`config.mk`:
```
export PLATFORM = sky130hd
export DESIGN_NAME = blup2x_cell_emit
export DESIGN_NICKNAME = d
export VERILOG_FILES = /design/src/sv/bilinear_upsample_2x_assert.svh /design/src/sv/blup2x_pkg.sv /design/src/sv/blup2x_cell_emit.sv
export SDC_FILE = /design/constraint.sdc
export NUM_CORES = 1
export LEC_CHECK = 0
export BUFFER_PORTS_ARGS = -buffer_cell sky130_fd_sc_hd__buf_2
export CORE_UTILIZATION = 46
export DETAILED_ROUTE_END_ITERATION = 10
export PLACE_DENSITY = 0.68
export REMOVE_ABC_BUFFERS = 1
export SYNTH_ARGS = -nofsm -noshare
export SYNTH_HDL_FRONTEND = slang
export SYNTH_SLANG_ARGS = --single-unit
```
`constraint.sdc`:
```
create_clock -name clk -period 7.2 [get_ports clk]
set_input_delay 1.44 -clock clk [delete_from_list [all_inputs] [get_ports clk]]
set_output_delay 1.44 -clock clk [all_outputs]
set_load 0.1 [all_outputs]
```
`src/sv/bilinear_upsample_2x_assert.svh`:
```
// Assertion macros for the bilinear 2x upsampler.
// Each use needs clk and rst_n in scope. No other dependencies.
`ifndef BILINEAR_UPSAMPLE_2X_ASSERT_SVH
`define BILINEAR_UPSAMPLE_2X_ASSERT_SVH

// The consequence must hold in the same cycle as the antecedent.
`define BLUP2X_ASSERT_SAME(lbl, ante, cons, msg) \
  lbl: assert property (@(posedge clk) disable iff (!rst_n) (ante) |-> (cons)) \
    else $error(msg);

// The consequence must hold in the cycle after the antecedent.
`define BLUP2X_ASSERT_NEXT(lbl, ante, cons, msg) \
  lbl: assert property (@(posedge clk) disable iff (!rst_n) (ante) |=> (cons)) \
    else $error(msg);

`endif

```
`src/sv/blup2x_pkg.sv`:
```
// Shared constants, types and helper functions for the bilinear 2x upsampler.
// This package has no dependencies. Every module of the block imports it.
`timescale 1ns / 1ps

package blup2x_pkg;

  // Largest coarse grid side that the line buffer holds.
  localparam int MAX_COARSE  = 512;
  localparam int POS_W       = (MAX_COARSE > 1) ? $clog2(MAX_COARSE) : 1;
  localparam int SIZE_W      = $clog2(MAX_COARSE + 1);

  // Field widths fixed by the interface.
  localparam int CFG_W       = 10;
  localparam int SAMPLE_W    = 16;
  localparam int VALUE_W     = 18;
  localparam int FINE_W      = 10;
  localparam int IN_TDATA_W  = 16;
  localparam int OUT_TDATA_W = 40;
  localparam int RESET_SIZE  = 256;

  typedef logic signed [SAMPLE_W-1:0] sample_t;
  typedef logic signed [VALUE_W-1:0]  value_t;
  typedef logic [POS_W-1:0]           pos_t;
  typedef logic [SIZE_W-1:0]          size_t;
  typedef logic [FINE_W-1:0]          fine_t;

  // The four coarse cells a sample can complete, in emission order.
  typedef enum logic [1:0] {
    CELL_INNER  = 2'd0,
    CELL_RIGHT  = 2'd1,
    CELL_BOTTOM = 2'd2,
    CELL_CORNER = 2'd3
  } cell_t;

  // The four fine points of one cell, in emission order.
  typedef enum logic [1:0] {
    SUB_EVEN_EVEN = 2'd0,
    SUB_EVEN_ODD  = 2'd1,
    SUB_ODD_EVEN  = 2'd2,
    SUB_ODD_ODD   = 2'd3
  } sub_t;

  // Everything the emitter needs to produce the results of one sample.
  typedef struct packed {
    sample_t    ul;
    sample_t    up;
    sample_t    left;
    sample_t    cur;
    pos_t       row;
    pos_t       col;
    logic [3:0] mask;
  } cell_job_t;

  // Clamp the written side length into the supported range.
  function automatic size_t eff_size(input logic [CFG_W-1:0] cfg);
    if (cfg == '0) begin
      return size_t'(1);
    end else if (32'(cfg) > MAX_COARSE) begin
      return size_t'(MAX_COARSE);
    end else begin
      return size_t'(cfg);
    end
  endfunction

  // Fine coordinate 2*pos + odd, kept to the output width.
  function automatic fine_t fine_coord(input pos_t pos, input logic odd);
    logic [POS_W:0] full;
    full = {pos, odd};
    return fine_t'(full);
  endfunction

endpackage

```
`src/sv/blup2x_cell_emit.sv`:
```
// Result sequencer: walks the completed cells of one sample and emits one
// fine value per unstalled cycle into a registered output stage. Depends on blup2x_pkg.
`timescale 1ns / 1ps

module blup2x_cell_emit
  import blup2x_pkg::*;
(
  input  logic                   clk,
  input  logic                   rst_n,
  input  logic                   job_load,
  input  cell_job_t              job_in,
  output logic                   job_ready,
  output logic                   out_tvalid,
  input  logic                   out_tready,
  output logic [OUT_TDATA_W-1:0] out_tdata,
  output logic                   out_tlast,
  output logic                   out_tuser
);

  cell_job_t job_r;
  logic      job_valid_r;
  cell_t     cell_r;
  sub_t      sub_r;

  logic      out_valid_r;
  value_t    out_value_r;
  fine_t     out_row_r;
  fine_t     out_col_r;
  logic      out_last_r;
  logic      out_frame_r;

  logic [3:0] higher;
  cell_t      next_cell;
  cell_t      first_cell;
  logic       last_sub;
  logic       job_end;
  logic       go;
  sample_t    sa, sb, sc, sd;
  value_t     ea, eb, ec, ed;
  value_t     value;
  pos_t       cell_row;
  pos_t       cell_col;
  logic       row_odd;
  logic       col_odd;
  sub_t       sub_nxt;

  // Cells still pending after the current one.
  always_comb begin
    unique case (cell_r)
      CELL_INNER:  higher = job_r.mask & 4'b1110;
      CELL_RIGHT:  higher = job_r.mask & 4'b1100;
      CELL_BOTTOM: higher = job_r.mask & 4'b1000;
      CELL_CORNER: higher = 4'b0000;
      default:     higher = 4'b0000;
    endcase
  end

  // Lowest pending cell above the current one.
  always_comb begin
    priority if (higher[1]) begin
      next_cell = CELL_RIGHT;
    end else if (higher[2]) begin
      next_cell = CELL_BOTTOM;
    end else begin
      next_cell = CELL_CORNER;
    end
  end

  // First cell of an incoming job.
  always_comb begin
    priority if (job_in.mask[0]) begin
      first_cell = CELL_INNER;
    end else if (job_in.mask[1]) begin
      first_cell = CELL_RIGHT;
    end else if (job_in.mask[2]) begin
      first_cell = CELL_BOTTOM;
    end else begin
      first_cell = CELL_CORNER;
    end
  end

  assign last_sub  = (sub_r == SUB_ODD_ODD);
  assign job_end   = last_sub && (higher == 4'b0000);
  assign go        = job_valid_r && (!out_valid_r || out_tready);
  assign job_ready = !job_valid_r || (go && job_end);

  // Corner samples and base position of the current cell.
  always_comb begin
    unique case (cell_r)
      CELL_INNER: begin
        sa = job_r.ul;   sb = job_r.up;  sc = job_r.left; sd = job_r.cur;
        cell_row = job_r.row - pos_t'(1);
        cell_col = job_r.col - pos_t'(1);
      end
      CELL_RIGHT: begin
        sa = job_r.up;   sb = job_r.up;  sc = job_r.cur;  sd = job_r.cur;
        cell_row = job_r.row - pos_t'(1);
        cell_col = job_r.col;
      end
      CELL_BOTTOM: begin
        sa = job_r.left; sb = job_r.cur; sc = job_r.left; sd = job_r.cur;
        cell_row = job_r.row;
        cell_col = job_r.col - pos_t'(1);
      end
      default: begin
        sa = job_r.cur;  sb = job_r.cur; sc = job_r.cur;  sd = job_r.cur;
        cell_row = job_r.row;
        cell_col = job_r.col;
      end
    endcase
  end

  assign ea = value_t'(sa);
  assign eb = value_t'(sb);
  assign ec = value_t'(sc);
  assign ed = value_t'(sd);

  // Fine value in quarter units and the step to the next fine point.
  always_comb begin
    unique case (sub_r)
      SUB_EVEN_EVEN: begin
        value   = ea <<< 2;
        row_odd = 1'b0;
        col_odd = 1'b0;
        sub_nxt = SUB_EVEN_ODD;
      end
      SUB_EVEN_ODD: begin
        value   = (ea + eb) <<< 1;
        row_odd = 1'b0;
        col_odd = 1'b1;
        sub_nxt = SUB_ODD_EVEN;
      end
      SUB_ODD_EVEN: begin
        value   = (ea + ec) <<< 1;
        row_odd = 1'b1;
        col_odd = 1'b0;
        sub_nxt = SUB_ODD_ODD;
      end
      default: begin
        value   = ea + eb + ec + ed;
        row_odd = 1'b1;
        col_odd = 1'b1;
        sub_nxt = SUB_EVEN_EVEN;
      end
    endcase
  end

  // Sequencer control.
  always_ff @(posedge clk) begin
    if (!rst_n) begin
      job_valid_r <= 1'b0;
      out_valid_r <= 1'b0;
      cell_r      <= CELL_INNER;
      sub_r       <= SUB_EVEN_EVEN;
    end else begin
      if (job_load) begin
        job_valid_r <= 1'b1;
        cell_r      <= first_cell;
        sub_r       <= SUB_EVEN_EVEN;
      end else if (go && job_end) begin
        job_valid_r <= 1'b0;
      end else if (go) begin
        sub_r <= sub_nxt;
        if (last_sub) begin
          cell_r <= next_cell;
        end
      end

      if (go) begin
        out_valid_r <= 1'b1;
      end else if (out_tready) begin
        out_valid_r <= 1'b0;
      end
    end
  end

  // Job and output payload.
  always_ff @(posedge clk) begin
    if (job_load) begin
      job_r <= job_in;
    end
    if (go) begin
      out_value_r <= value;
      out_row_r   <= fine_coord(cell_row, row_odd);
      out_col_r   <= fine_coord(cell_col, col_odd);
      out_last_r  <= job_end;
      out_frame_r <= job_end && (cell_r == CELL_CORNER);
    end
  end

  assign out_tvalid = out_valid_r;
  assign out_tdata  = {2'b00, out_col_r, out_row_r, out_value_r};
  assign out_tlast  = out_last_r;
  assign out_tuser  = out_frame_r;

endmodule

```
==> results_dict.tcl <==
set metrics [dict create \
    status "complete, no violations" \
    ys_seq_area_share_pct 46.0 \
    drive_above_1_share_pct 24.4 \
    p_total_mw 3.04 \
    routed_wl_mm 18.5 \
    syn_area_mm2 0.00842 \
    path_class "register to register" \
    gp_congestion 0.848 \
    hpwl_mm 13.7 \
    io_buffer_count 131 \
    crit_end "out_value_r[16]$_DFFE_PP_" \
    detail_route.first_pass.iterations 5 \
    synth_seq_cells 131 \
    grt_antenna_before_repair 0 \
    cap_viol_max_count 0 \
    peakVddDrop_v 0.000278 \
    grt_max_degree 54 \
    cts_resized 0 \
    p_per_area_mw_per_mm2 307 \
    cts_setup_buffers 0 \
    fill_cells 1534 \
    fp.dieH_um 137 \
    hold_viol_final 0 \
    async_flop_share_pct 0 \
    grt_first_pass_wirelength_mm 29.1 \
    vias_per_cell 5.33 \
    ys.flop_type "edfxtp_1" \
    core_mm2 0.0180 \
    r2r_start "cell_r[1]$_SDFFE_PN0P_" \
    setup_viol 0 \
    cp.arrival_ns 6.12 \
    clkSlewWorstSetupHoldPaths_ns 0.06 \
    numClockSinks 131 \
    max-slew-margin-rel_pct 44.2 \
    synth_cell_types 76 \
    post-route-util_pct 55.1 \
    ios 134 \
    h-tree-depth 4 \
    cts_root_buffer "clkbuf_16" \
    leakagePower_nw 4.16 \
    finalSetupTns_ns 0 \
    mostFrequentLayoutCell "buf_2" \
    antenna_cells 0 \
    ant_nets 0 \
    final_nets 1049 \
    reg2reg_slack_ns 1.26 \
    start_util_pct 46.8 \
    area_growth_pct 17.7 \
    cts_tree "built" \
    regToRegEndpoint "out_value_r[16]$_DFFE_PP_" \
    clockBufferDepth 2 \
    clkLatencyLatePin_ns 0.43 \
    reg2reg_depth 22 \
    multi_input_area_mm2 0.00411 \
    tightest_slew_ns 0.828 \
    startpoint "cell_r[1]$_SDFFE_PN0P_" \
    grt_pass1_vias 5731 \
    fmax_ghz 0.168 \
    postLayoutCellArea_mm2 0.00990 \
    rows 49 \
    worstHoldPathType "register to register" \
    final.setup_skew_ns 0.00819 \
    seq_area_mm2 0.00388 \
    setup.worst_path.end_class "register" \
    drv_slew 0 \
    rsz0062_at_grt "false" \
    syn_area_per_cell_um2 11.1 \
    synth_edf_count 125 \
    drc 0 \
    critPathMaxFanout 24 \
    yosysWarningCount 0 \
    die_x_um 137 \
    drt_iter0_drc 388 \
    cts_made_buffers 17 \
    final_cell_mix "buf_2, edfxtp_1, inv_1, nand2_1, ha_1" \
    place_area_mm2 0.00932 \
    critPathLaunchType "register" \
    holdBufCountCts 0 \
    crit_required_ns 7.38 \
    fin_crit_sh_pct 82.5 \
    worstHoldStart "job_valid_r$_SDFFE_PN0P_" \
    wl_per_cell_um 16.4 \
    grt.total_usage_pct 20.7 \
    grt-ovfl-total 0 \
    vias 6043 \
    min_period_ns 5.94 \
    syn-instance-count 757 \
    die-area_mm2 0.0188 \
]
-- power breakdown --
part	total [mW]	internal (mW)	switching [mW]	leakage [nW]
combinational	1.25	0.492	0.754	2.62
clock	0.853	0.510	0.343	0.274
sequential	0.942	0.909	0.0329	1.26
-- state kept, by name, indices dropped and copies added (netlist names) --
signal and cells:
job_r 69, out_value_r 18, sd 16, out_col_r 10, out_row_r 10, cell_r 2, sub_r 2, job_valid_r 1
out_tlast 1, out_tuser 1, out_tvalid 1
-- routing by layer --
| metal | global-route usage, % | share of wire, % | up-vias |
|---|---|---|---|
| met5 | 0 | 0 | - |
| met4 | 8.18 | 2.2 | 0 |
| met3 | 3.83 | 4.9 | 24 |
| met2 | 33.1 | 46 | 179 |
| met1 | 27.8 | 47 | 2825 |
| li1 | - | - | 3015 |
-- worst min path at each step --
| stage | to | slack [ns] | cells after the start |
|---|---|---|---|
| after floorplan | out_tvalid$_SDFFE_PN0P_ | 0.45 | 1 |
| after global placement | out_tvalid$_SDFFE_PN0P_ | 0.48 | 1 |
| after detailed placement | out_tvalid$_SDFFE_PN0P_ | 0.49 | 1 |
| after CTS | out_tvalid$_SDFFE_PN0P_ | 0.51 | 1 |
| after global routing | out_tvalid$_SDFFE_PN0P_ | 0.56 | 1 |
| final | out_tvalid$_SDFFE_PN0P_ | 0.50 | 1 |
-- worst max-delay path, cell delays in order, from the launching register on --
cell and delay, ns:
dfxtp_2 0.51, buf_4 0.40, mux2_2 0.40, nand2_1 0.06
o21ai_0 0.14, ha_1 0.38, a21oi_1 0.23, nor2b_1 0.12
o311ai_2 0.31, a21oi_1 0.22, o21a_1 0.22, o21ai_0 0.22
nand2_1 0.11, fa_1 0.48, inv_1 0.04, ha_1 0.35
a21oi_1 0.16, o21ai_1 0.14, a221oi_1 0.34, a21oi_1 0.13
xnor2_1 0.26, a2111oi_0 0.15, a211o_1 0.29
-- Yosys cell counts (7+ instances only) --
cell type	n	share of area, %
a21o_1	18	1.6
a21oi_1	44	2.6
a31oi_1	9	0.67
and3_1	7	0.52
clkbuf_1	13	0.58
edfxtp_1	125	45
fa_1	20	4.8
ha_1	48	7.1
inv_1	86	3.8
mux2_2	25	3.3
mux2i_1	23	2.7
nand2_1	48	2.1
nand2b_1	8	0.59
nand3_1	7	0.42
nor2_1	31	1.4
nor2b_1	9	0.67
nor3_1	14	0.83
o21ai_0	39	2.3
xnor2_1	42	4.4
xor2_1	19	2.0
-- stage by stage --
stage                     hold slack [ns]  instances  setup WS (ns)
after global routing                0.559       1133          0.722
after floorplan                     0.448        733          0.835
after detailed placement            0.485       1101           1.32
after global placement              0.481       1101           1.50
after CTS                           0.509       1133           1.28
final                               0.501       1133           1.26
-- logic make-up (layout without fill, tap and decap cells) --
family / after synthesis / in the layout / share of synthesized area [%]
AO/OA/AOI/OAI: 186 / 186 / 15.2
other: 1 / 2 / 0.0446
adder cells (fa/ha/maj): 69 / 69 / 12.0
flip-flops: 131 / 131 / 46.0
multiplexers: 49 / 49 / 6.35
buffers and inverters: 112 / 258 / 5.22
XOR/XNOR: 62 / 62 / 6.62
AND/OR/NAND/NOR: 147 / 147 / 8.53
-- cell type report --
type / instances / area share, %
clock buffers: 17 / 4.30
multi-input cells: 515 / 41.5
repair buffers: 139 / 7.25
inverters: 87 / 3.30
well taps: 229 / 2.89
flip-flops and latches: 131 / 39.1
clock inverters: 15 / 1.58
Power figures use the tool's default switching activity.
